--- config.mk ---
export PLATFORM = sky130hd
export DESIGN_NAME = pas_ram
export DESIGN_NICKNAME = d
export VERILOG_FILES = /design/src/hdl/polyline_area_simplifier_assert.svh /design/src/hdl/pas_ram.sv
export SDC_FILE = /design/constraint.sdc
export NUM_CORES = 1
export LEC_CHECK = 0
export BUFFER_PORTS_ARGS = -buffer_cell sky130_fd_sc_hd__buf_2
export CAP_MARGIN = 25
export CORE_ASPECT_RATIO = 1.75
export CORE_MARGIN = 8
export CORE_UTILIZATION = 50
export DETAILED_ROUTE_END_ITERATION = 8
export PLACE_DENSITY = 0.66
export SYNTH_ARGS = -nofsm -noshare
export SYNTH_HDL_FRONTEND = slang
export SYNTH_SLANG_ARGS = --single-unit
export TNS_END_PERCENT = 100
--- constraint.sdc ---
create_clock -name clk -period 3.5 [get_ports clk]
set_input_delay 0.7 -clock clk [delete_from_list [all_inputs] [get_ports clk]]
set_output_delay 0.7 -clock clk [all_outputs]
set_load 0.1 [all_outputs]
--- src/hdl/polyline_area_simplifier_assert.svh ---
// Assertion macros shared by the polyline area simplifier modules.
`ifndef POLYLINE_AREA_SIMPLIFIER_ASSERT_SVH
`define POLYLINE_AREA_SIMPLIFIER_ASSERT_SVH

// A property that must hold at every clock edge outside reset.
`define PAS_ASSERT(label, prop, msg) \
  label: assert property (@(posedge clk) disable iff (rst) (prop)) else $error(msg);

// A consequence that must hold in the cycle after its trigger.
`define PAS_ASSERT_NEXT(label, ante, cons, msg) \
  label: assert property (@(posedge clk) disable iff (rst) (ante) |=> (cons)) else $error(msg);

`endif

--- src/hdl/pas_ram.sv ---
// Generic single-write, single-read RAM with registered read data.
module pas_ram #(
  parameter int WIDTH = 8,
  parameter int DEPTH = 64,
  localparam int AW = $clog2(DEPTH)
) (
  input  logic             clk,
  input  logic             we,
  input  logic [AW-1:0]    waddr,
  input  logic [WIDTH-1:0] wdata,
  input  logic [AW-1:0]    raddr,
  output logic [WIDTH-1:0] rdata
);

  logic [WIDTH-1:0] mem [DEPTH];

  always_ff @(posedge clk) begin
    if (we) begin
      mem[waddr] <= wdata;
    end
    rdata <= mem[raddr];
  end

endmodule

## Word-level counts from Yosys, hierarchy flattened

Memory sizes are Yosys's and may differ from the RTL's. A register that Yosys moved wholly into a read port is not among the register bits.
Index checks and enable logic that the tools add are counted.

| storage, ports and cells | value |
|---|---|
| bits in registers | 0 |
| RAM bits | 512 |
| input bits | 22 |
| output and inout port bits | 8 |
| logic and storage cells | 3 |
| memories kept | 1 |

Memories:

| memory | words | bits a word | read ports | clocked after Yosys merged registers in | write ports | RTL line | text |
|---|---|---|---|---|---|---|---|
| mem | 64 | 8 | 1 | 1 | 1 | pas_ram.sv:15 | `logic [WIDTH-1:0] mem [DEPTH];` |

| operators by class | value |
|---|---|
| multiplexer cells | 2 |

Operator list:

| cell | count |
|---|---|
| $mux W1 | 2 |

## Depth between registers and ports, before layout

| logic depth | value |
|---|---|
| depth in word-level cells | 2 |
| mapped depth | 9 |
| gate-level depth less buffers | 5 |

## Worst setup path before layout

Ideal clock, no wire load.

| timing | value |
|---|---|
| kind | input-to-reg |
| start | input port raddr[1] |
| end | register rdata[3] (read register of mem) |
| library setup time | 0.128 ns |
| data arrival time | 2.240 ns |
| data required time | 3.372 ns |
| slack | 1.132 ns |
| stages | 7 |
| path buffers | 3 |
| cell sequence | buf_4 -> buf_2 -> buf_2 -> mux4_2 -> mux4_2 -> o21ai_1 -> o41ai_1 |

RTL lines:

| what | RTL line | text |
|---|---|---|
| start: declaration | pas_ram.sv:11 | `input logic [AW-1:0] raddr,` |
| end: declaration | pas_ram.sv:12 | `output logic [WIDTH-1:0] rdata` |

==> implementation parameters <==
Parameter                              Value

Clock tree
  Number of levels in the clock H-tree    2
  Insertion delay to the later sink of the worst-skew pair    around 550 ps
  Post-cts gate resize count    0
  Clk pin slew, worst setup/hold paths    ~70 ps
  Number of buffers on the longest clock path    3
  Sink Count    520
  Number of hold buffers added after CTS    0
  Cell at the root of the clock tree    clkbuf_16
  Post-CTS Setup Inserts    0
  TritonCTS clock tree    done
  Number of buffers created by CTS    44

Layout
  Number of antenna repair diodes    0
  Footprint of the multi-input gates    ~0.0043 mm^2
  Fraction of final layout cells with drive strength greater than 1    0.297
  Synthesis-to-finish area growth    13.6%
  Fill count    around 2.8k
  Post-layout instance count excluding filler cells    between 1.5k and 2k
  Sequential Area    between 0.015 and 0.02 mm^2
  Core Util, Final    0.574
  Commonest cells after routing, fill and taps aside    512 x edfxtp_1, 126 x mux4_2, 83 x nor2_1
  Layout net count    roughly 1.1k
  Most common library cell in the layout ignoring fill and taps    edfxtp_1

STA
  Setup slack of the critical path after layout    895 ps
  Final Max Slew Viols    0
  Worst slew margin relative to its limit    0.449
  Setup clock skew after layout    approximately 15 ps
  Crit path time final    between 2000 and 3000 ps
  Highest Clock Rate    384 MHz
  Number of endpoints failing setup at the final stage    0
  RSZ-0062 raised after global routing    no
  Worst-margin pin slew    about 820 ps
  Number of hold-slack violations in the final timing report    0
  Total negative slack for setup checks    0 ps
  Period utilisation layout    0.744

Synth
  Total nets after synthesis    ~960
  Share of synthesized cell area in full adder, half adder and majority cells    0
  Summed instance area of the synthesized netlist    ~0.020 mm^2
  Flip-flop and latch count after synthesis    520
  Xor-xnor portion of the synthesized cell area    0
  Average footprint of a synthesized cell    ~21 um^2
  Main combinational cell family by area after synthesis    multiplexers
  Cells after synthesis    940
  Synth warn    0
  Portion of netlist area occupied by mux cells    0.159
  Synthesized-area fraction occupied by ao, oa, aoi and oai cells    0.0207
  Seq/Total Area, Yosys    0.770
  Synthesized-area fraction occupied by and/or/nand/nor cells    0.0339
  Number of distinct library cells after synthesis    40

Setup path
  Crit end category    register
  Max stage delay cell, worst path    a221oi_1
  Most common cell on crit path    buf_4
  Kind of start point of the critical path    primary input
  Maximum fanout along the worst path    35
  Worst path arrival time    ~3000 ps
  Worst EP required    about 3900 ps
  Ordered list of cells on the worst path    buf_4 -> buf_4 -> buf_4 -> nor2b_1 -> a22oi_1 -> a221oi_1 -> o2bb2ai_1
  Critical path start-end classification    primary input to register
  Crit path largest cell delay    ~610 ps

GRT
  Global-route wire length before repair    around 69000 um
  Pin count of the biggest net entering global routing    between 50 and 60
  Number of antenna violations at the first check in global routing    0
  Total gr overflow    0
  GRT Overall Usage    0.202
  Vias in the first global route    10.3k

Routing
  Total via count in the routed design    9776
  DRC violation total after the first TritonRoute iteration    about 780
  Remaining DRCs    0
  DRT Pass-1 Iters    7
  DR vias/cell    just over 6
  Post-DRT Antenna Nets    0
  Sum of routed wire length over all layers    roughly 47000 um
  Avg WL per Cell    roughly 30 um

Floorplanning
  Die Wd    168 um
  Die outline area    around 0.047 mm^2
  Number of top-level pins    30
  Core region area    0.0399 mm^2
  Number of rows in the core area    just under 100
  Die Span Y    282 um
  Effective utilization at floorplan    0.505

Place
  Pre-CTS setup slack    about 330 ps
  Number of placed instances with taps included    roughly 1.5k
  Number of buffers added on ports    29
  Final GP Congestion    between 0.8 and 0.9
  HPWL Detailed    ~31000 um

Power
  Power density cells    between 500 and 600 mW/mm^2
  Total power consumption of the routed design    approximately 13000 uW
  Static leakage    between 0.007 and 0.008 uW
  Peak supply drop    0.000453 V

Min path
  Hold WC Path Type    primary input to register

Status
  Result of the run    finished clean

Run
  Number of maximum-capacitance violations    0
worst max-delay path, delay by kind of cell:
| family | cells | cell delay (ps) |
|---|---|---|
| AND/OR/NAND/NOR | 1 | 260 |
| AO/OA/AOI/OAI | 3 | 920 |
| buffers and inverters | 3 | 1090 |
area by class of cell:
| type | count | area share |
|---|---|---|
| Clock buffer | 50 | 0.0500 |
| Clock inverter | 29 | 0.0158 |
| Multi-Input combinational cell | 369 | 0.188 |
| Sequential cell | 520 | 0.678 |
| Tap cell | 495 | 0.0270 |
| Timing Repair Buffer | 118 | 0.0410 |
Yosys cell counts:
library cell | number | area (um^2)
o21a_1 | 2 | 15.0
mux2i_1 | 23 | 230
nand2b_1 | 7 | 43.8
a221oi_1 | 6 | 52.6
buf_4 | 13 | 97.6
and2_1 | 1 | 6.26
a211oi_1 | 4 | 30.0
o32ai_1 | 2 | 17.5
o221a_2 | 2 | 22.5
dfxtp_1 | 8 | 160
buf_2 | 11 | 55.1
mux4_2 | 126 | 2840
nor3_1 | 7 | 35.0
edfxtp_1 | 512 | 15400
nand2_1 | 19 | 71.3
nand4_1 | 2 | 12.5
nor4_1 | 2 | 12.5
buf_12 | 2 | 40.0
nor2b_1 | 14 | 87.6
nand4b_1 | 1 | 8.76
o311ai_1 | 1 | 8.76
a22oi_1 | 3 | 22.5
o221ai_1 | 8 | 70.1
mux2_2 | 13 | 146
buf_6 | 4 | 45.0
o2bb2ai_1 | 3 | 26.3
o2111ai_1 | 3 | 26.3
nand3b_1 | 3 | 22.5
a21oi_1 | 3 | 15.0
nand3_1 | 13 | 65.1
or3_1 | 1 | 6.26
o21ai_1 | 2 | 10.0
clkbuf_1 | 17 | 63.8
a2111oi_0 | 2 | 17.5
buf_1 | 4 | 15.0
a31oi_1 | 1 | 6.26
o41ai_1 | 2 | 17.5
o21ai_0 | 2 | 10.0
nor2_1 | 83 | 312
o22ai_1 | 8 | 50.1
power breakdown:
group	leakage (uW)	internal [uW]	switching, uW
Combinational	0.00190	261	492
Sequential	0.00467	6890	19.5
Clock	0.000733	3010	2130
worst paths after layout:
check / end / cells past startpoint / from / slack [ps]
worst max-delay path: rdata[2] / 7 / raddr[2] / 890
worst min-delay path: mem[4][1] / 1 / wdata[1] / 540
worst max register to register: rdata[2] / 4 / mem[40][2] / 1390
worst min register to register: rdata[6] / 3 / mem[27][6] / 830
logic make-up after synthesis:
kind of cell | Yosys count
multiplexers | 162
buffers and inverters | 51
AO/OA/AOI/OAI | 54
flip-flops | 520
AND/OR/NAND/NOR | 153
state kept, by name, summed over array words and instances, names as in the netlist:
signal	flops
mem	512
rdata	8
layer usage:
layer,share of wire,vias to the layer above,track usage
li1,-,4136,-
met1,0.37,5216,0.233
met2,0.55,329,0.373
met3,0.046,95,0.0242
met4,0.041,0,0.0866
met5,0,-,0
per-stage QoR:
step	area [um^2]	hold slack, ps
3_3_place_gp	21300	800
2_1_floorplan	20200	718
4_1_cts	22900	520
6_report	22900	539
5_1_grt	22900	538
3_5_place_dp	21400	827
(Power assumes the default switching activity.)
