## src/hdl/polyline_area_simplifier_assert.svh

```systemverilog
// Assertion macros shared by the polyline area simplifier modules.
`ifndef POLYLINE_AREA_SIMPLIFIER_ASSERT_SVH
`define POLYLINE_AREA_SIMPLIFIER_ASSERT_SVH

// A property that must hold at every clock edge outside reset.
`define PAS_ASSERT(label, prop, msg) \
  label: assert property (@(posedge clk) disable iff (rst) (prop)) else $error(msg);

// A consequence that must hold in the cycle after its trigger.
`define PAS_ASSERT_NEXT(label, ante, cons, msg) \
  label: assert property (@(posedge clk) disable iff (rst) (ante) |=> (cons)) else $error(msg);

`endif

```

## src/hdl/pas_pkg.sv

```systemverilog
// Shared types and constants of the polyline area simplifier.
package pas_pkg;

  localparam int CNT_W = 7;
  localparam int IDX_OUT_W = 6;
  localparam int THR_W = 33;

  typedef struct packed {
    logic [CNT_W-1:0] count;
    logic             ovf;
  } run_cmd_t;

  typedef enum logic [5:0] {
    BK_IDLE, BK_INIT, BK_PUSH,
    BK_TRI0, BK_TRI1, BK_TRI2, BK_TRI3, BK_TRI4, BK_TRI5,
    BK_SU0, BK_SU1, BK_SU2, BK_SUEND,
    BK_SD0, BK_SD1, BK_SD2, BK_SD3, BK_SD4, BK_SD5, BK_SDEND,
    BK_POP0, BK_POP1, BK_POP2, BK_POP3,
    BK_CHK0, BK_CHK1, BK_CHK2, BK_CHK3, BK_CHK4, BK_NXT,
    BK_UPD0, BK_UPD1, BK_EMIT, BK_DONE
  } back_state_t;

  typedef enum logic [1:0] {
    TR_INIT, TR_PREV, TR_NEXT
  } tri_ret_t;

  typedef enum logic [1:0] {
    SR_PUSH, SR_POP, SR_PREV, SR_NEXT
  } sift_ret_t;

endpackage

```

## src/hdl/pas_front.sv

```systemverilog
// Point loader: stores incoming points and issues a run command on the final one.
`include "polyline_area_simplifier_assert.svh"

module pas_front #(
  parameter int MAX_POINTS = 64,
  parameter int COORD_BITS = 16,
  localparam int IDX_W = $clog2(MAX_POINTS),
  localparam int DW = ((2 * COORD_BITS + 7) / 8) * 8
) (
  input  logic                  clk,
  input  logic                  rst,
  input  logic                  s_tvalid,
  output logic                  s_tready,
  input  logic [DW-1:0]         s_tdata,
  input  logic                  s_tlast,
  output logic                  wr_en,
  output logic [IDX_W-1:0]      wr_addr,
  output logic [COORD_BITS-1:0] wr_x,
  output logic [COORD_BITS-1:0] wr_y,
  output logic                  cmd_valid,
  output pas_pkg::run_cmd_t     cmd,
  input  logic                  run_done
);

  logic [pas_pkg::CNT_W-1:0] count;
  logic [pas_pkg::CNT_W-1:0] count_next;
  logic                      ovf;
  logic                      ovf_next;
  logic                      lock;
  logic                      accept;
  logic                      room;

  assign s_tready = !lock;
  assign accept = s_tvalid && s_tready;
  assign room = (count < pas_pkg::CNT_W'(MAX_POINTS));

  assign wr_en = accept && room;
  assign wr_addr = count[IDX_W-1:0];
  assign wr_x = s_tdata[COORD_BITS-1:0];
  assign wr_y = s_tdata[2*COORD_BITS-1:COORD_BITS];

  assign count_next = room ? count + pas_pkg::CNT_W'(1) : count;
  assign ovf_next = ovf || !room;

  assign cmd_valid = accept && s_tlast;
  assign cmd.count = count_next;
  assign cmd.ovf = ovf_next;

  always_ff @(posedge clk) begin
    if (rst) begin
      count <= '0;
      ovf <= 1'b0;
      lock <= 1'b0;
    end else begin
      if (accept) begin
        if (s_tlast) begin
          count <= '0;
          ovf <= 1'b0;
          lock <= 1'b1;
        end else begin
          count <= count_next;
          ovf <= ovf_next;
        end
      end else if (run_done) begin
        lock <= 1'b0;
      end
    end
  end

  // The store is never written while a run is outstanding.
  `PAS_ASSERT_NEXT(a_lock_on_last, cmd_valid, lock && !s_tready, "final point did not lock the loader")
  `PAS_ASSERT(a_no_write_locked, !(lock && wr_en), "store written during a run")

endmodule

```

## config.mk

```make
export PLATFORM = sky130hd
export DESIGN_NAME = pas_front
export DESIGN_NICKNAME = d
export VERILOG_FILES = /design/src/hdl/pas_pkg.sv /design/src/hdl/pas_front.sv
export VERILOG_INCLUDE_DIRS = /design/src /design/src/hdl
export SDC_FILE = /design/constraint.sdc
export NUM_CORES = 1
export LEC_CHECK = 0
export ABC_AREA = 1
export BUFFER_PORTS_ARGS = -buffer_cell sky130_fd_sc_hd__buf_2
export CORE_ASPECT_RATIO = 0.9
export CORE_UTILIZATION = 30
export DETAILED_ROUTE_END_ITERATION = 16
export PLACE_DENSITY = 0.69
export SLEW_MARGIN = 5
export SYNTH_ARGS = -nofsm -noshare
export SYNTH_HDL_FRONTEND = slang
export SYNTH_SLANG_ARGS = --single-unit
export TNS_END_PERCENT = 5
```

## constraint.sdc

```tcl
create_clock -name clk -period 1.35 [get_ports clk]
set_input_delay 0.135 -clock clk [delete_from_list [all_inputs] [get_ports clk]]
set_output_delay 0.135 -clock clk [all_outputs]
set_load 0.01 [all_outputs]
```

# [After elaboration in Yosys (flattened, before gate mapping)]
# Cells that the tools add are included.
[word_totals] register_bits=9 in_bits=37 output_inout_bits=49 elab_cells=20
[classes] add_sub_neg=1 order_cmp=1 n_eq_ne=1 n_mux=6 n_reduce_logical=8
[op_table] op="$mux W7" count=2
[op_table] op="$add A7 B1 Y7 const B" count=1
[op_table] op="$lt A7 B7 Y1 const B" count=1
[op_table] op="$mux W1" count=4
[op_table] op="$logic_and A1 B1 Y1" count=3
[op_table] op="$logic_not A1 Y1" count=2
[op_table] op="$ne A2 B2 Y1 const B" count=1
[op_table] op="$reduce_and A2 Y1" count=1
[op_table] op="$reduce_bool A2 Y1" count=1
[op_table] op="$logic_or A1 B1 Y1" count=1

# [Longest topological paths before layout]
# Gate-level depths: netlist of run 1.
[logic_depth] depth_word=4 ltp_mapped=7 mapped_depth_nobuf=6

# [Worst setup path after synthesis of run 1]
# Ideal clock, no wire load.
[synth_timing] kind="flip-flop to output port" start="register count[0] (netlist name)" end="output cmd[5] (netlist name)" arrival_ps=1000 t_required_ps=1215 setup_slack_ps=215 path_stages_with_launch=5 path_buffers=0 path_cell_list="dfxtp_1 > ha_1 > nand2_2 > o21bai_1 > and2_1"
[synth_lines] item="from (decl)" line="pas_front.sv:25" text="logic [pas_pkg::CNT_W-1:0] count;"
[synth_lines] item="from (signal assigned)" line="pas_front.sv:61" text="count <= count_next;"
[synth_lines] item="to (decl)" line="pas_front.sv:21" text="output pas_pkg::run_cmd_t cmd,"

==> impl_metrics.tcl, run 1 <==
set metrics [dict create \
    place_ws_ns 0.134 \
    maxSlewViolCount 0 \
    grt_first_pass_wirelength_microns 2620 \
    grtUsageTotal_pct 11.8 \
    grt_pass1_vias 588 \
    tns_ns -0.227 \
    layout-drive-gt1-share_pct 48.5 \
    synth_seq_cells 9 \
    place_inst 125 \
    synth_area_leaders "buf_4 35%, dfxtp_1 21%, nand2_1 9.3%, a21oi_1 4.1%, inv_1 4.0%" \
    io_buffers 21 \
    vias 615 \
    violations "design-rule violations, negative setup slack" \
    grt_max_degree 9 \
    rsz0062_at_grt "yes" \
    synth_edf_count 0 \
    crit_fanout 3 \
    rows 17 \
    clock-root-buffer "clkbuf_4" \
    cp.arrival_ns 1.28 \
    final_cells 131 \
    htree_levels 1 \
    synth_cell_types 27 \
    finClkSkew_ns 0.00357 \
    drtPass1Iterations 9 \
    diodes 0 \
    max_slew.worst_pin.slew_ns 0.268 \
    reg2reg_to "count[2]" \
    setup_ws_ns -0.0654 \
    status "complete, but fails checks" \
    hold_end "lock" \
    cts_tree "yes" \
    routed_wl_microns 1690 \
    r2r_start "count[1]" \
    die_h_microns 52.4 \
    hp-class "in2reg" \
    fmax_mhz 707 \
    place.gp.congestion 0.798 \
    ant_nets 0 \
    drv_cap 0 \
    r2r_cells 6 \
    power.density_nw_per_um2 730 \
    worstSkewPairLatency_ns 0.27 \
    clock_path_buffers 2 \
    syn-num-nets 152 \
    wire_per_inst_microns 12.9 \
    syn_area_per_cell_sq_um 7.42 \
    via_per_inst 4.69 \
    grt_use_met2_pct 17.0 \
    netlist.area_leader.share_pct 34.6 \
    clkSlewWorstSetupHoldPaths_ns 0.07 \
    grt_antenna_before_repair 0 \
    hpwl_microns 1250 \
    core_area_sq_um 2550 \
    critPathCaptureType "output port" \
    grt.overflow.total 0 \
    grt.busiest_layer "met2" \
    ys_warn_count 0 \
    netlist_area_sq_um 846 \
    async_reset_ff_share_pct 0 \
    cts.sinks 9 \
    final_area_sq_um 791 \
    first_iter_violations 11 \
    drc_errors 6 \
    io_pins 86 \
    period_share_pct 105 \
    area_growth_pct -6.51 \
    nNetsFinal 142 \
    start_kind "register" \
    postPlaceCellArea_sq_um 701 \
    cp.required_ns 1.22 \
    nFillCells 281 \
    hold_buffers 0 \
    met3_usage_pct 3.95 \
    synth_seq_area_share_pct 21.3 \
    cts-buffers-inserted 3 \
    ir_worst_vdd_uv 153 \
    holdCritStartpoint "run_done" \
    ys.flop_type "dfxtp_1" \
    fp.dieW_microns 58.0 \
    die_area_sq_um 3040 \
    min_path_cells 3 \
    p_leak_nw 0.403 \
    path_class "reg2out" \
    fin_crit_ns 1.42 \
    synth_top_cell_by_area "buf_4" \
    rrSetupSlack_ns 0.24 \
    max_slew_margin_pct 82.0 \
    start_util_pct 33.1 \
    synth_cells 114 \
    hold_violations 0 \
    finalSetupViolCount 5 \
    use_met1_pct 12.2 \
]
registers in the layout (all words and copies together), names as in the netlist:
name,flops
count,7
ovf,1
lock,1
final cells by class:
| type | instances | area [sq um] | share of cell area [%] |
|---|---|---|---|
| Sequential cell | 9 | 193 | 24.4 |
| Tap cell | 28 | 35.0 | 4.43 |
| Timing Repair Buffer | 26 | 146 | 18.5 |
| Multi-Input combinational cell | 53 | 347 | 43.8 |
| Inverter | 11 | 43.8 | 5.54 |
| Clock buffer | 4 | 26.3 | 3.32 |
repair_timing:
action                                 in CTS  in global routing
resized for setup                          12                  3
pin swaps                                   5                  4
setup buffers                               1                  1
endpoints found under the hold margin       0                  0
setup endpoints to repair                   6                  6
metrics by stage:
step / utilization (%) / power (mW) / hold WS, ns
floorplan: - / 0.423 / 0.299
global placement: 27.5 / 0.352 / 0.270
detailed placement: 27.5 / 0.352 / 0.270
CTS: 30.3 / 0.586 / 0.118
global route: 31.0 / 0.615 / 0.118
finish: 31.0 / 0.577 / 0.123
where the power goes:
group	switching, mW	internal, mW	leakage, nW
clock	0.110	0.115	0.0150
sequential	0.00504	0.267	0.0764
combinational	0.0478	0.0321	0.311
total	0.163	0.414	0.403
kinds of logic (layout without fill, tap and decap cells):
group	after synthesis	after routing	share of synthesized area, %
adders and majority gates	1	1	1.48
DFF	9	9	21.3
AOI/OAI and AO/OA	12	12	9.47
xor gates and xnor gates	2	2	2.96
and+or+nand+nor	38	38	23.2
buffers and inverters	52	41	41.6
cell usage after synthesis, types with 2 or more instances:
master	n
nor2_1	4
a21oi_1	7
buf_4	39
nand3_2	2
nand3_1	3
inv_1	9
dfxtp_1	9
nand2_1	21
o21bai_2	2
routing by layer:
| metal | up-vias | share of wire, % |
|---|---|---|
| li1 | 290 | - |
| met1 | 272 | 41 |
| met2 | 38 | 43 |
| met3 | 15 | 9.6 |
| met4 | 0 | 6.3 |
| met5 | - | 0 |
cell usage in the layout, fill, tap and decap left out, types with 2 or more instances in the layout:
master    netlist  routed
nand2_1        21      21
buf_2           0      21
inv_1           9       9
a21oi_1         7       7
dfxtp_2         0       4
buf_4          39       4
nand3_1         3       3
nor2_1          4       3
clkbuf_4        0       3
dfxtp_1         9       3
o21bai_2        2       2
dfxtp_4         0       2
how the worst max path moves through the flow:
stage	start	endpoint	slack [ns]	cells past startpoint
floorplan	count[0]	cmd[5]	0.21	4
global placement	count[1]	cmd[5]	0.18	5
detailed placement	count[1]	cmd[5]	0.13	5
CTS	count[1]	cmd[5]	-0.08	5
global route	count[0]	cmd[7]	-0.15	4
finish	count[1]	cmd[7]	-0.07	4
worst max-delay path: stages (launching register included):
cell,delay [ns]
dfxtp_4,0.36
ha_4,0.17
a31oi_1,0.26
inv_1,0.07
buf_2,0.14
Note: power is estimated with default switching activity, not from simulation.
==> run 2, diff against run 1 <==
--- a/config.mk
+++ b/config.mk
@@ -8,10 +8,10 @@
 export LEC_CHECK = 0
 export ABC_AREA = 1
 export BUFFER_PORTS_ARGS = -buffer_cell sky130_fd_sc_hd__buf_2
-export CORE_ASPECT_RATIO = 0.9
+export CORE_ASPECT_RATIO = 2
 export CORE_UTILIZATION = 30
 export DETAILED_ROUTE_END_ITERATION = 16
-export PLACE_DENSITY = 0.69
+export PLACE_DENSITY = 0.71
 export SLEW_MARGIN = 5
 export SYNTH_ARGS = -nofsm -noshare
 export SYNTH_HDL_FRONTEND = slang
==> constraint.sdc (replaced) <==
create_clock -name clk -period 1.5 [get_ports clk]
set_input_delay 0.15 -clock clk [delete_from_list [all_inputs] [get_ports clk]]
set_output_delay 0.15 -clock clk [all_outputs]
set_load 0.01 [all_outputs]
==> run 2 against run 1 <==
- the run now ends clean
- sequential share of layout area increased by 0.76 points
- clock power rose by 27%
- setup slack better by 0.15 ns
- via count decreased by 1.6%
- critical endpoint is now cmd[5]
- largest cell class unchanged
- highest routed layer unchanged
==> impl_metrics.tcl, run 2 (synthesis results as in run 1) <==
set metrics [dict create \
    drv_cap 0 \
    regMostFlops "count" \
    nNetsFinal 138 \
    die_h_microns 77.1 \
    status "finished, final reports clean" \
    grt_use_met2_pct 18.0 \
    maxSlewViolCount 0 \
    io_buffers 21 \
    grtUsageTotal_pct 11.8 \
    fp.dieW_microns 39.5 \
    max_slew_margin_pct 81.4 \
    use_met1_pct 10.9 \
    p_leak_nw 0.387 \
    io_pins 86 \
    power.density_nw_per_um2 781 \
    grt_pass1_vias 587 \
    met3_usage_pct 2.89 \
    clock-root-buffer "clkbuf_8" \
    cts_tree "yes" \
    tns_ns 0 \
    grt.busiest_layer "met2" \
    htree_levels 1 \
    hold_violations 0 \
    cts-buffers-inserted 3 \
    path_cells "ha_4 -> nand2_2 -> o21bai_1 -> and2_1 -> buf_2" \
    fmax_mhz 706 \
    path_class "reg2out" \
    hp-class "in2reg" \
    fin_crit_ns 1.42 \
    finClkSkew_ns 0.00257 \
    max_stage_delay_ns 0.38 \
    worstSkewPairLatency_ns 0.23 \
    timing.hold.ws_ns 0.179 \
    cp.required_ns 1.35 \
    clkSlewWorstSetupHoldPaths_ns 0.05 \
    hpwl_microns 1270 \
    cts.sinks 9 \
    place.gp.congestion 0.756 \
    min_path_cells 2 \
    critPathCaptureType "output port" \
    max_slew.worst_pin.slew_ns 0.278 \
    grt_antenna_before_repair 0 \
    rsz0062_at_grt "no" \
    rows 26 \
    via_per_inst 4.76 \
    die_area_sq_um 3050 \
    start_kind "register" \
    r2r_cells 6 \
    first_iter_violations 13 \
    vias 605 \
    final_cell_mix "21 x nand2_1, 21 x buf_2, 9 x inv_1, 7 x a21oi_1, 4 x dfxtp_1" \
    start_util_pct 32.5 \
    period_share_pct 94.5 \
    ir_worst_vdd_uv 411 \
    diodes 0 \
    crit_fanout 5 \
    largest_reg_flops 7 \
    cp_slowest_cell "dfxtp_2" \
    grt_max_degree 10 \
    area_growth_pct -9.91 \
    grt_first_pass_wirelength_microns 2550 \
    drtPass1Iterations 4 \
    routed_wl_microns 1660 \
    grt.overflow.total 0 \
    cp.arrival_ns 1.27 \
    layout-drive-gt1-share_pct 46.5 \
    drc_errors 0 \
    finalSetupViolCount 0 \
    core_area_sq_um 2600 \
    top_regs "count (7), lock (1), ovf (1)" \
    wire_per_inst_microns 13.1 \
    hold_buffers 0 \
    ant_nets 0 \
    clock_path_buffers 2 \
]
==> run 2: timing repair <==
| action | 4_1_cts | 5_1_grt |
|---|---|---|
| setup buffers | 0 | 1 |
| cloned | 0 | 0 |
| pin swaps | 0 | 2 |
| resized for setup | 3 | 8 |
| setup endpoints to repair | 2 | 2 |
| hold endpoints to repair | 0 | 0 |
==> run 2: final timing paths <==
path,start,to,slack [ns]
max,count[1],cmd[5],0.08
max reg2reg,count[1],count[4],0.34
min reg2reg,ovf,ovf,0.46
min,rst,count[5],0.18
==> run 2: layer usage <==
metal | share of wire [%] | up-vias
met5 | 0 | -
met4 | 8.4 | 0
met3 | 9.4 | 26
met2 | 53 | 22
met1 | 29 | 272
li1 | - | 285
==> run 2: cell type report <==
type	count	area, sq um
inverter	11	43.8
multi-input combinational	53	334
sequential	9	191
fill	307	1840
timing repair buffer	22	113
clock buffer	4	45.0
tap	28	35.0
==> run 2: power breakdown <==
part | total (mW) | switching (mW) | leakage, nW | internal (mW)
Clock | 0.285 | 0.0997 | 0.0228 | 0.186
Sequential | 0.247 | 0.00557 | 0.0759 | 0.241
Combinational | 0.0627 | 0.0397 | 0.288 | 0.0230
Total | 0.595 | 0.145 | 0.387 | 0.450
==> run 2: metrics by stage <==
stage | setup slack [ns] | area (sq um) | power (mW) | util, % | instances
finish | 0.0831 | 762 | 0.595 | 29.3 | 127
global placement | 0.223 | 678 | 0.313 | 26.1 | 122
detailed placement | 0.203 | 678 | 0.316 | 26.1 | 122
CTS | 0.00999 | 728 | 0.597 | 28.0 | 126
global route | 0.0175 | 762 | 0.627 | 29.3 | 127
floorplan | 0.350 | 846 | 0.381 | - | 114
==> run 2: worst max-delay path: cells and delay by family (launching register included) <==
kind            cells  cell delay [ns]
compound gates      1             0.17
flops               1             0.38
fa+ha+maj           1             0.16
buf+inv             1             0.12
simple gates        2             0.21
