[src/hdl/polyline_area_simplifier_assert.svh]
// Assertion macros shared by the polyline area simplifier modules.
`ifndef POLYLINE_AREA_SIMPLIFIER_ASSERT_SVH
`define POLYLINE_AREA_SIMPLIFIER_ASSERT_SVH

// A property that must hold at every clock edge outside reset.
`define PAS_ASSERT(label, prop, msg) \
  label: assert property (@(posedge clk) disable iff (rst) (prop)) else $error(msg);

// A consequence that must hold in the cycle after its trigger.
`define PAS_ASSERT_NEXT(label, ante, cons, msg) \
  label: assert property (@(posedge clk) disable iff (rst) (ante) |=> (cons)) else $error(msg);

`endif

[src/hdl/pas_pkg.sv]
// Shared types and constants of the polyline area simplifier.
package pas_pkg;

  localparam int CNT_W = 7;
  localparam int IDX_OUT_W = 6;
  localparam int THR_W = 33;

  typedef struct packed {
    logic [CNT_W-1:0] count;
    logic             ovf;
  } run_cmd_t;

  typedef enum logic [5:0] {
    BK_IDLE, BK_INIT, BK_PUSH,
    BK_TRI0, BK_TRI1, BK_TRI2, BK_TRI3, BK_TRI4, BK_TRI5,
    BK_SU0, BK_SU1, BK_SU2, BK_SUEND,
    BK_SD0, BK_SD1, BK_SD2, BK_SD3, BK_SD4, BK_SD5, BK_SDEND,
    BK_POP0, BK_POP1, BK_POP2, BK_POP3,
    BK_CHK0, BK_CHK1, BK_CHK2, BK_CHK3, BK_CHK4, BK_NXT,
    BK_UPD0, BK_UPD1, BK_EMIT, BK_DONE
  } back_state_t;

  typedef enum logic [1:0] {
    TR_INIT, TR_PREV, TR_NEXT
  } tri_ret_t;

  typedef enum logic [1:0] {
    SR_PUSH, SR_POP, SR_PREV, SR_NEXT
  } sift_ret_t;

endpackage

[src/hdl/pas_cmd_fifo.sv]
// Two-entry queue of run commands between the loader and the simplifier.
module pas_cmd_fifo (
  input  logic              clk,
  input  logic              rst,
  input  logic              wr_valid,
  input  pas_pkg::run_cmd_t wr_data,
  output logic              rd_valid,
  input  logic              rd_ready,
  output pas_pkg::run_cmd_t rd_data
);

  pas_pkg::run_cmd_t entry [2];
  logic       wptr;
  logic       rptr;
  logic [1:0] fill;
  logic       push;
  logic       pop;

  assign push = wr_valid && (fill != 2'd2);
  assign pop = rd_valid && rd_ready;
  assign rd_valid = (fill != 2'd0);
  assign rd_data = entry[rptr];

  always_ff @(posedge clk) begin
    if (rst) begin
      wptr <= 1'b0;
      rptr <= 1'b0;
      fill <= 2'd0;
    end else begin
      if (push) begin
        wptr <= ~wptr;
      end
      if (pop) begin
        rptr <= ~rptr;
      end
      fill <= fill + {1'b0, push} - {1'b0, pop};
    end
  end

  always_ff @(posedge clk) begin
    if (push) begin
      entry[wptr] <= wr_data;
    end
  end

endmodule

[config.mk]
export PLATFORM = sky130hd
export DESIGN_NAME = pas_cmd_fifo
export DESIGN_NICKNAME = d
export VERILOG_FILES = /design/src/hdl/polyline_area_simplifier_assert.svh /design/src/hdl/pas_pkg.sv /design/src/hdl/pas_cmd_fifo.sv
export SDC_FILE = /design/constraint.sdc
export NUM_CORES = 1
export LEC_CHECK = 0
export BUFFER_PORTS_ARGS = -buffer_cell sky130_fd_sc_hd__clkbuf_2
export CORE_MARGIN = 2
export CORE_UTILIZATION = 35
export CTS_CLUSTER_DIAMETER = 40
export DETAILED_ROUTE_END_ITERATION = 12
export RECOVER_POWER = 50
export SLEW_MARGIN = 20
export SYNTH_ARGS = -nofsm -noshare
export SYNTH_HDL_FRONTEND = slang
export SYNTH_SLANG_ARGS = --single-unit
[constraint.sdc]
create_clock -name clk -period 1.9 [get_ports clk]
set_clock_uncertainty 0.2 [all_clocks]
set_input_delay 0.095 -clock clk [delete_from_list [all_inputs] [get_ports clk]]
set_output_delay 0.095 -clock clk [all_outputs]
set_load 0.02 [all_outputs]
=== Yosys cells after proc, flatten, opt, wreduce, memory -nomap -nowiden ===
Memory sizes are Yosys's and may differ from the RTL's. A register that Yosys moved wholly into a read port is not among the register bits.
Cells that the tools add are included.

* Register bits after elaboration: 4
* RAM bits: 16
* Input bits: 12
* Output and inout bits: 9
* Logic and storage cells: 16
* Memories: 1

* $add $sub $neg: 2
* Equality and inequality tests: 1
* Multiplexer cells: 4
* Bitwise logic cells: 2
* Reduce and logical (&&, ||, !) cells: 3

{| class="wikitable"
|+ Memory list
! memory !! words !! bits a word !! rd ports !! clocked after Yosys merged registers in !! write ports !! line !! text
|-
| entry || 2 || 8 || 1 || 1 || 1 || pas_cmd_fifo.sv:12 || <nowiki>pas_pkg::run_cmd_t entry [2];</nowiki>
|}

{| class="wikitable"
|+ Operator list
! cell !! count
|-
| two-way mux 1 bit || 4
|-
| adder 2 x 1 -> 2 bit || 1
|-
| logical AND 1 bit || 2
|-
| != test 2 bit (second input constant) || 1
|-
| inverter 1 bit || 2
|-
| nonzero test 2 bit || 1
|-
| subtractor 2 x 1 -> 2 bit || 1
|}

=== Longest topological paths before layout ===
Gate-level depths: netlist of the first run.

* Word-level depth: 4
* Mapped depth: 8
* Gate-level depth less buffers: 8

=== Least setup slack after synthesis of the first run ===
No wires, ideal clock.

* Kind: reg-to-reg
* From: register fill[1]
* To: register fill[1]
* Data arrival time: 1.358 ns
* Required time: 1.585 ns
* Setup slack: 0.228 ns
* Cell stages (with the launch flop): 9
* Period minus slack after synthesis: 1.672 ns
* Path through: dfxtp_1 inv_2 o21ai_4 ha_1 inv_1 ha_1 xor2_1 xnor2_1 nor2_1

* Longest elaborated chain between the ends: 4
* Elaborated cells on any way between the ends: 6
* Classes of those cells: add/sub (2); eq/ne (1); reduce/logical (3)

{| class="wikitable"
|+ Ends and longest elaborated chain
! element !! line !! text
|-
| start: declaration || pas_cmd_fifo.sv:15 || <nowiki>logic [1:0] fill;</nowiki>
|-
| start signal: assignment || pas_cmd_fifo.sv:36 || <nowiki>fill <= fill + {1'b0, push} - {1'b0, pop};</nowiki>
|-
| != test 2 bit || pas_cmd_fifo.sv:19 || <nowiki>assign push = wr_valid && (fill != 2'd2);</nowiki>
|-
| logical AND 1 bit || pas_cmd_fifo.sv:19 ||
|-
| adder 2 x 1 -> 2 bit || pas_cmd_fifo.sv:36 ||
|-
| subtractor 2 x 1 -> 2 bit * || pas_cmd_fifo.sv:36 ||
|}

Mark *: on every way between the ends. The rest lies on a longest branch, timed or not.
A chain may end at the register's enable or synchronous reset.

=== Worst setup path in the final report of the first run ===
* From: register fill[0]
* To: register fill[1]

* Elaborated cells on any way between the ends: 6
* Classes of those cells: add/sub (2); eq/ne (1); reduce/logical (3)

{| class="wikitable"
|+ RTL lines
! element !! line !! text
|-
| nonzero test 2 bit || pas_cmd_fifo.sv:21 || <nowiki>assign rd_valid = (fill != 2'd0);</nowiki>
|-
| logical AND 1 bit || pas_cmd_fifo.sv:20 || <nowiki>assign pop = rd_valid && rd_ready;</nowiki>
|-
| named net pop || pas_cmd_fifo.sv:17 || <nowiki>logic pop;</nowiki>
|-
| subtractor 2 x 1 -> 2 bit || pas_cmd_fifo.sv:36 ||
|}

The timed path passes the listed nets, and every way through them passes these cells.

==> impl_metrics.ini, run 1 <==
[synth]
yosys-top-cells-count = edfxtp_1 (16), mux2_2 (8), nor2_1 (7)
synth-compound-area-share = 0.0306
synth.distinct_cells = 15
synth_xor_area_frac = 0.0322
synth_edf_count = 16
synth_top_family_by_area = multiplexers
synth_area_per_cell_um2 = 16.3
synth-seq-area-share = 0.711
mappedNetlistNets = 64
synth_top_cell_by_area = edfxtp_1
synth-main-ff-cell = edfxtp_1
synthAdderAreaFrac = 0.0306
synth.cell_area_um2 = 817
synthArstFlopShare = 0
yosysMostFrequentCell = edfxtp_1
synth.area.top_cells = edfxtp_1 (59%), dfxtp_1 (12%), mux2_2 (11%)
synthMuxAreaShare = 0.129
synthCells = 50
yosys_register_bits = 21
yosysTopAreaCellShare = 0.588
yosys.area_share.simple = 0.0475
ys.warnings.count = 0

[route]
drt_pass1_iterations = 2
via_count = 490
drt_iter0_markers = 8
totalWireLength_um = 1160
avgRoutedWirePerCell_um = 10.1
drc = 0
ant_nets = 0
vias_per_cell = 4.30

[cts]
clock_path_buffers = 2
cts_buffers = 3
cts_sinks = 21
cts.clk_slew.worst_paths_ns = 0.11
insertion_delay_ns = 0.29
cts_tree = built
htreeDepth = 1
root_buffer = clkbuf_4
cts_setup_buffers = 0

[die]
die_x_um = 52.3
io_pins = 21
start_util = 0.369
num_rows = 17
die_h_um = 52.3
coreArea_um2 = 2210
die-area_um2 = 2740

[run]
maxCapViolCount = 0

[final_layout]
diodes = 0
final_layout_size_suffix_gt1_frac = 0.407
nNetsFinal = 101
syn_to_final_growth_pct = 33.7

[sta]
max_freq_mhz = 581
setup_viol = 0
slew_violations = 0
min_period_ns = 1.72
finalHoldViolCount = 0
fin_ws_ns = 0.179
grt_setup_unrepaired = no
fin_tns_setup_ns = 0
tightest_slew_ns = 0.683
maxSlewHeadroom = 0.543
period_share = 0.906

[global_routing]
grt_overflow = 0
grt_max_degree = 12
grt_pass1_wl_um = 1830
antenna_found_initial = 0
track_usage = 0.0937
grt_pass1_vias = 473

[critical_path]
crit_top_cell = ha_1
worstSetupStartpointType = flop
cp_top_family = adder cells
crit_path_max_incr_delay_ns = 0.37
end_kind = flop
rrSetupSlack_ns = 0.18
crit_slowest_cell = dfxtp_1
cp.required_ns = 1.89
worstSetupPathType = flop to flop
path_max_fanout = 4
cp.arrival_ns = 1.71
cp.buffers_inverters = 1
cp_cell_sequence = o21a_2, ha_1, inv_1, ha_1, xor2_1, xnor2_1, nor2_1

[hold_path]
min_path_type = flop to flop

[pwr]
power_frac_seq = 0.508
power_density_nw_per_um2 = 1160
peakVddDrop_mv = 0.593
power_frac_comb = 0.336
p_clk_frac = 0.157
netSwitchingPower_mw = 0.393
internal_power_mw = 0.875
sw_frac_of_total = 0.310
leakage_nw = 0.435

[place]
dp_slack_ns = 0.132
hpwl_um = 840
port_buffers = 20
gp_congestion = 0.658

[run_status]
status = finished clean
logic make-up (layout without fill, tap and decap cells):
logic type | count (synthesis) | after routing
compound gates | 2 | 2
xor+xnor | 3 | 3
fa+ha+maj | 2 | 2
buf+inv | 4 | 40
flops | 21 | 21
mux | 9 | 9
simple gates | 9 | 9
layout make-up:
cell class	instances	area [um2]
Multi-Input combinational cell	25	220
Clock buffer	4	26.3
Timing Repair Buffer	33	218
Tap cell	28	35.0
Inverter	3	11.3
Fill cell	214	1120
Sequential cell	21	582
cells in the final DEF, fill, tap and decap left out:
master / Yosys / layout
o21ai_4: 1 / 1
xor2_1: 1 / 1
or2_2: 1 / 1
clkbuf_4: 0 / 3
mux2_2: 8 / 8
inv_1: 2 / 2
ha_1: 2 / 2
nor2_1: 7 / 7
o21a_2: 1 / 1
buf_4: 0 / 1
clkbuf_2: 0 / 17
dlygate4sd3_1: 0 / 11
dfxtp_1: 5 / 4
edfxtp_1: 16 / 16
mux2_4: 1 / 1
xnor2_1: 2 / 2
nor2b_1: 1 / 1
dfxtp_2: 0 / 1
clkbuf_1: 0 / 5
inv_2: 1 / 1
power groups by stage:
stage | sequential, mW | combinational, mW | clock, mW
2_1_floorplan | 0.626 | 0.325 | 0
3_3_place_gp | 0.654 | 0.413 | 0
3_5_place_dp | 0.656 | 0.419 | 0
4_1_cts | 0.646 | 0.439 | 0.208
5_1_grt | 0.658 | 0.467 | 0.237
6_report | 0.644 | 0.426 | 0.198
worst paths after layout:
check | depth (start not counted) | from | endpoint
hold reg to reg | 2 | rptr$_SDFFE_PP0P_ | flop
setup reg to reg | 7 | fill[0]$_SDFF_PP0_ | fill[1]$_SDFF_PP0_
hold / removal | 2 | rptr$_SDFFE_PP0P_ | flop
setup / recovery | 7 | fill[0]$_SDFF_PP0_ | fill[1]$_SDFF_PP0_
routing by layer:
layer  share of wire  wire (um)  global-route usage
met1            0.44        513               0.106
met2            0.51        589               0.158
met3           0.046         53              0.0257
met4               0          0              0.0513
met5               0          0                   0
repair_timing:
item                                    in CTS  in global routing
resized for setup                            0                  1
endpoints found under the hold margin       21                  0
endpoints found under the setup margin       0                  1
hold buffers                                11                  0
metrics by stage:
step	area, um2	power (mW)	hold WS [ns]	std cells	utilization
2_1_floorplan	817	0.951	-0.0334	50	-
3_3_place_gp	962	1.07	0.0844	99	0.435
3_5_place_dp	962	1.08	0.0895	99	0.435
4_1_cts	1100	1.29	0.321	114	0.497
5_1_grt	1090	1.36	0.317	114	0.494
6_report	1090	1.27	0.317	114	0.494
worst min-delay path, delay by kind of cell (launching register included):
kind / cells / cell delay, ns
AND/OR/NAND/NOR: 1 / 0.07
flip-flops: 1 / 0.33
XOR/XNOR: 1 / 0.08
state kept, by name (all words and copies together) (netlist names), named ones only:
signal and flops:
wptr 1, fill 2, rptr 1, entry 16
No activity file was read; power rests on OpenSTA's default activity.
==> inputs of run 2 (changes only) <==
- CORE_UTILIZATION: 35 -> 49
- PLACE_DENSITY: default -> 0.75
==> impl_metrics.ini, run 2 (same netlist as run 1, synthesis figures left out) <==
[run_status]
status = finished clean

[final_layout]
most-common-layout-cells = edfxtp_1 (16), clkbuf_2 (14), dlygate4sd3_1 (11)
num-fill-cells = 115
fin_area_um2 = 1060
final_core_util = 0.689
diodes = 0
largest_register_ff_count = 16
top_register = entry
final_common_cell = edfxtp_1
nNetsFinal = 99
final_layout_size_suffix_gt1_frac = 0.369
top_regs = entry x16, fill x2
syn_to_final_growth_pct = 30.0

[place]
placed_area_um2 = 932
gp_congestion = 0.690
port_buffers = 20
hpwl_um = 828

[pwr]
finalPower_mw = 1.25
leakage_nw = 0.420
peakVddDrop_mv = 0.676
power_density_nw_per_um2 = 1180

[die]
num_rows = 14
io_pins = 21
coreArea_um2 = 1540
die_x_um = 44.8
start_util = 0.530
die-area_um2 = 2010
die_h_um = 44.8

[hold_path]
min_path_type = flop to flop

[critical_path]
cp.required_ns = 1.89
worstSetupPathType = flop to flop
worstSetupStartpointType = flop
crit_slowest_cell = dfxtp_2
crit_path_max_incr_delay_ns = 0.37
end_kind = flop
cp.arrival_ns = 1.72
path_max_fanout = 4
crit_top_cell = ha_1
cp_cell_sequence = inv_2, o21ai_4, ha_1, inv_1, ha_1, xor2_1, xnor2_1, nor2_1

[cts]
cts_tree = built
root_buffer = clkbuf_4
clock_path_buffers = 2
cts_setup_buffers = 0
htreeDepth = 1
cts.clk_slew.worst_paths_ns = 0.10
cts_sinks = 21
insertion_delay_ns = 0.28
cts_buffers = 3

[sta]
min_period_ns = 1.73
tightest_slew_ns = 0.689
slew_violations = 0
fin_tns_setup_ns = 0
period_share = 0.909
max_freq_mhz = 579
finalHoldViolCount = 0
grt_setup_unrepaired = no
setup_viol = 0
maxSlewHeadroom = 0.539

[route]
drt_iter0_markers = 12
ant_nets = 0
drt_pass1_iterations = 4
via_count = 477
avgRoutedWirePerCell_um = 12.1
totalWireLength_um = 1210
drc = 0
vias_per_cell = 4.77

[run]
maxCapViolCount = 0

[global_routing]
grt_overflow = 0
grt_max_degree = 12
grt_pass1_wl_um = 1860
grt_pass1_vias = 496
track_usage = 0.135
antenna_found_initial = 0
run 2: changes by cell type in the layout (fill, tap and decap cells not counted):
cell and delta:
clkbuf_1 +2, clkbuf_2 -3, buf_4 -1
run 2: layout make-up:
cell class | instances | area [um2] | area share
Clock buffer | 4 | 26.3 | 0.0247
Multi-Input combinational cell | 25 | 220 | 0.207
Inverter | 3 | 11.3 | 0.0106
Timing Repair Buffer | 31 | 203 | 0.191
Tap cell | 16 | 20.0 | 0.0188
Sequential cell | 21 | 582 | 0.548
run 2: worst paths after layout:
kind / start / end / slack (ns) / cells past startpoint
max: fill[1]$_SDFF_PP0_ / fill[1]$_SDFF_PP0_ / 0.17 / 8
min: rptr$_SDFFE_PP0P_ / rptr$_SDFFE_PP0P_ / 0.32 / 2
max reg2reg: fill[1]$_SDFF_PP0_ / fill[1]$_SDFF_PP0_ / 0.17 / 8
min reg2reg: rptr$_SDFFE_PP0P_ / rptr$_SDFFE_PP0P_ / 0.32 / 2
run 2: metal layers:
| layer | track usage | wire, um | share of wire | vias to the layer above |
|---|---|---|---|---|
| li1 | - | - | - | 244 |
| met1 | 0.133 | 507 | 0.42 | 219 |
| met2 | 0.255 | 642 | 0.53 | 12 |
| met3 | 0.0240 | 50 | 0.041 | 2 |
| met4 | 0.0882 | 10 | 0.0083 | 0 |
| met5 | 0 | 0 | 0 | - |
run 2: through the flow:
step / worst slack [ns] / std cells / hold slack (ns)
after CTS: 0.109 / 100 / 0.317
after detailed placement: 0.129 / 85 / 0.0872
after global routing: 0.0339 / 100 / 0.325
after floorplan: 0.228 / 50 / -0.0334
final: 0.172 / 100 / 0.320
after global placement: 0.159 / 85 / 0.0849
run 2: what timing repair did:
item                       CTS  global route
setup endpoints to repair    0             1
hold buffers                11             0
hold endpoints to repair    21             0
resized for setup            0             1
run 2: critical path: cells and delay by family (launching register included):
family | cells | cell delay, ns
flip-flops | 1 | 0.37
buffers and inverters | 2 | 0.10
adder cells (fa/ha/maj) | 2 | 0.40
AO/OA/AOI/OAI | 1 | 0.19
AND/OR/NAND/NOR | 1 | 0.05
XOR/XNOR | 2 | 0.31
run 2: power breakdown:
part           total, mW  leakage (nW)  switching, mW  internal (mW)
registers          0.645         0.191         0.0582          0.587
clock network      0.196        0.0150          0.115         0.0815
logic              0.410         0.213          0.216          0.195
total               1.25         0.420          0.389          0.863
==> inputs of run 3 (changes only) <==
- RECOVER_POWER: 50 -> default
==> impl_metrics.ini, run 3 (same netlist as run 1, synthesis figures left out) <==
[run_status]
status = finished clean

[cts]
insertion_delay_ns = 0.29
cts.clk_slew.worst_paths_ns = 0.10
cts_buffers = 3
cts_tree = built
clock_path_buffers = 2
cts_setup_buffers = 0
cts_sinks = 21
root_buffer = clkbuf_4
htreeDepth = 1

[place]
placed_area_um2 = 932
dp_slack_ns = 0.129
port_buffers = 20
gp_congestion = 0.690
hpwl_um = 828

[critical_path]
rrSetupSlack_ns = 0.17
cp.arrival_ns = 1.72
timing.rr.end = fill[1]$_SDFF_PP0_
cp.buffers_inverters = 1
worstSetupStartpointType = flop
crit_path_max_incr_delay_ns = 0.37
cp_top_family = adder cells
end_kind = flop
crit_slowest_cell = dfxtp_1
cp_cell_sequence = o21a_2, ha_1, inv_1, ha_1, xor2_1, xnor2_1, nor2_1
r2r.worst_path.cells = 7
cp.required_ns = 1.89
rr_startpoint = fill[0]$_SDFF_PP0_
crit_top_cell = ha_1
worstSetupPathType = flop to flop
path_max_fanout = 4

[hold_path]
min_to = rptr$_SDFFE_PP0P_
min_path_type = flop to flop
holdPathStages = 2
min_from = rptr$_SDFFE_PP0P_

[final_layout]
most-common-layout-cells = clkbuf_2 (20), edfxtp_1 (16), dlygate4sd3_1 (11)
nNetsFinal = 99
fin_area_um2 = 1070
multi_input_area_um2 = 220
top_regs = entry x16, fill x2
num-fill-cells = 113
final_layout_size_suffix_gt1_frac = 0.440
final_common_cell = clkbuf_2
top_register = entry
syn_to_final_growth_pct = 30.9
diodes = 0
largest_register_ff_count = 16
seqCellArea_um2 = 582

[global_routing]
antenna_found_initial = 0
grt_pass1_vias = 496
grt_pass1_wl_um = 1860
track_usage = 0.135
grt_max_degree = 12
grt_overflow = 0

[die]
die_x_um = 44.8
die-area_um2 = 2010
num_rows = 14
io_pins = 21
die_h_um = 44.8
coreArea_um2 = 1540
start_util = 0.530

[sta]
finalHoldViolCount = 0
grt_setup_unrepaired = no
hold_ws_ns = 0.320
fin_tns_setup_ns = 0
min_period_ns = 1.73
max_freq_mhz = 578
fin_ws_ns = 0.170
maxSlewHeadroom = 0.546
period_share = 0.911
tightest_slew_ns = 0.678
slew_violations = 0
setup_viol = 0

[route]
ant_nets = 0
avgRoutedWirePerCell_um = 12.0
via_count = 474
drt_iter0_markers = 6
vias_per_cell = 4.74
drt_pass1_iterations = 4
totalWireLength_um = 1200
drc = 0

[pwr]
leakage_nw = 0.438
power_density_nw_per_um2 = 1180
peakVddDrop_mv = 0.677
finalPower_mw = 1.26

[run]
maxCapViolCount = 0
==> run 3: layout make-up <==
cell class                 count  area share
tap                           16      0.0187
sequential                    21       0.544
inverter                       3      0.0105
clock buffer                   4      0.0246
timing repair buffer          31       0.196
multi-input combinational     25       0.206
==> run 3: worst max path at each step <==
stage | start | end | slack, ns | depth (start not counted)
after CTS | fill[1]$_SDFF_PP0_ | fill[1]$_SDFF_PP0_ | 0.11 | 8
after floorplan | fill[1]$_SDFF_PP0_ | fill[1]$_SDFF_PP0_ | 0.23 | 8
after detailed placement | fill[1]$_SDFF_PP0_ | fill[1]$_SDFF_PP0_ | 0.13 | 8
after global placement | fill[1]$_SDFF_PP0_ | fill[1]$_SDFF_PP0_ | 0.16 | 8
final | fill[0]$_SDFF_PP0_ | fill[1]$_SDFF_PP0_ | 0.17 | 7
after global routing | fill[1]$_SDFF_PP0_ | fill[1]$_SDFF_PP0_ | 0.03 | 8
==> run 3: worst min-delay path, stage by stage (launching register included) <==
cell,delay [ns]
dfxtp_1,0.34
xnor2_1,0.08
nor2_1,0.07
==> run 3: layer usage <==
| metal | part of all wire | up-vias | track usage |
|---|---|---|---|
| met5 | 0 | - | 0 |
| met4 | 0.0075 | 0 | 0.0882 |
| met3 | 0.042 | 2 | 0.0240 |
| met2 | 0.54 | 12 | 0.255 |
| met1 | 0.41 | 216 | 0.133 |
| li1 | - | 244 | - |
==> run 3: power breakdown <==
| part | internal, mW | switching (mW) |
|---|---|---|
| Sequential | 0.587 | 0.0588 |
| Combinational | 0.199 | 0.216 |
| Clock | 0.0815 | 0.115 |
==> run 3: repair_timing <==
| action | CTS | global route |
|---|---|---|
| gates resized for setup | 0 | 1 |
| hold endpoints to repair | 21 | 0 |
| endpoints found under the setup margin | 0 | 1 |
| hold buffers | 11 | 0 |
==> run 3: metrics by stage <==
stage,util,instances
2_1_floorplan,-,50
5_1_grt,0.694,100
4_1_cts,0.693,100
3_5_place_dp,0.605,85
6_report,0.694,100
3_3_place_gp,0.605,85
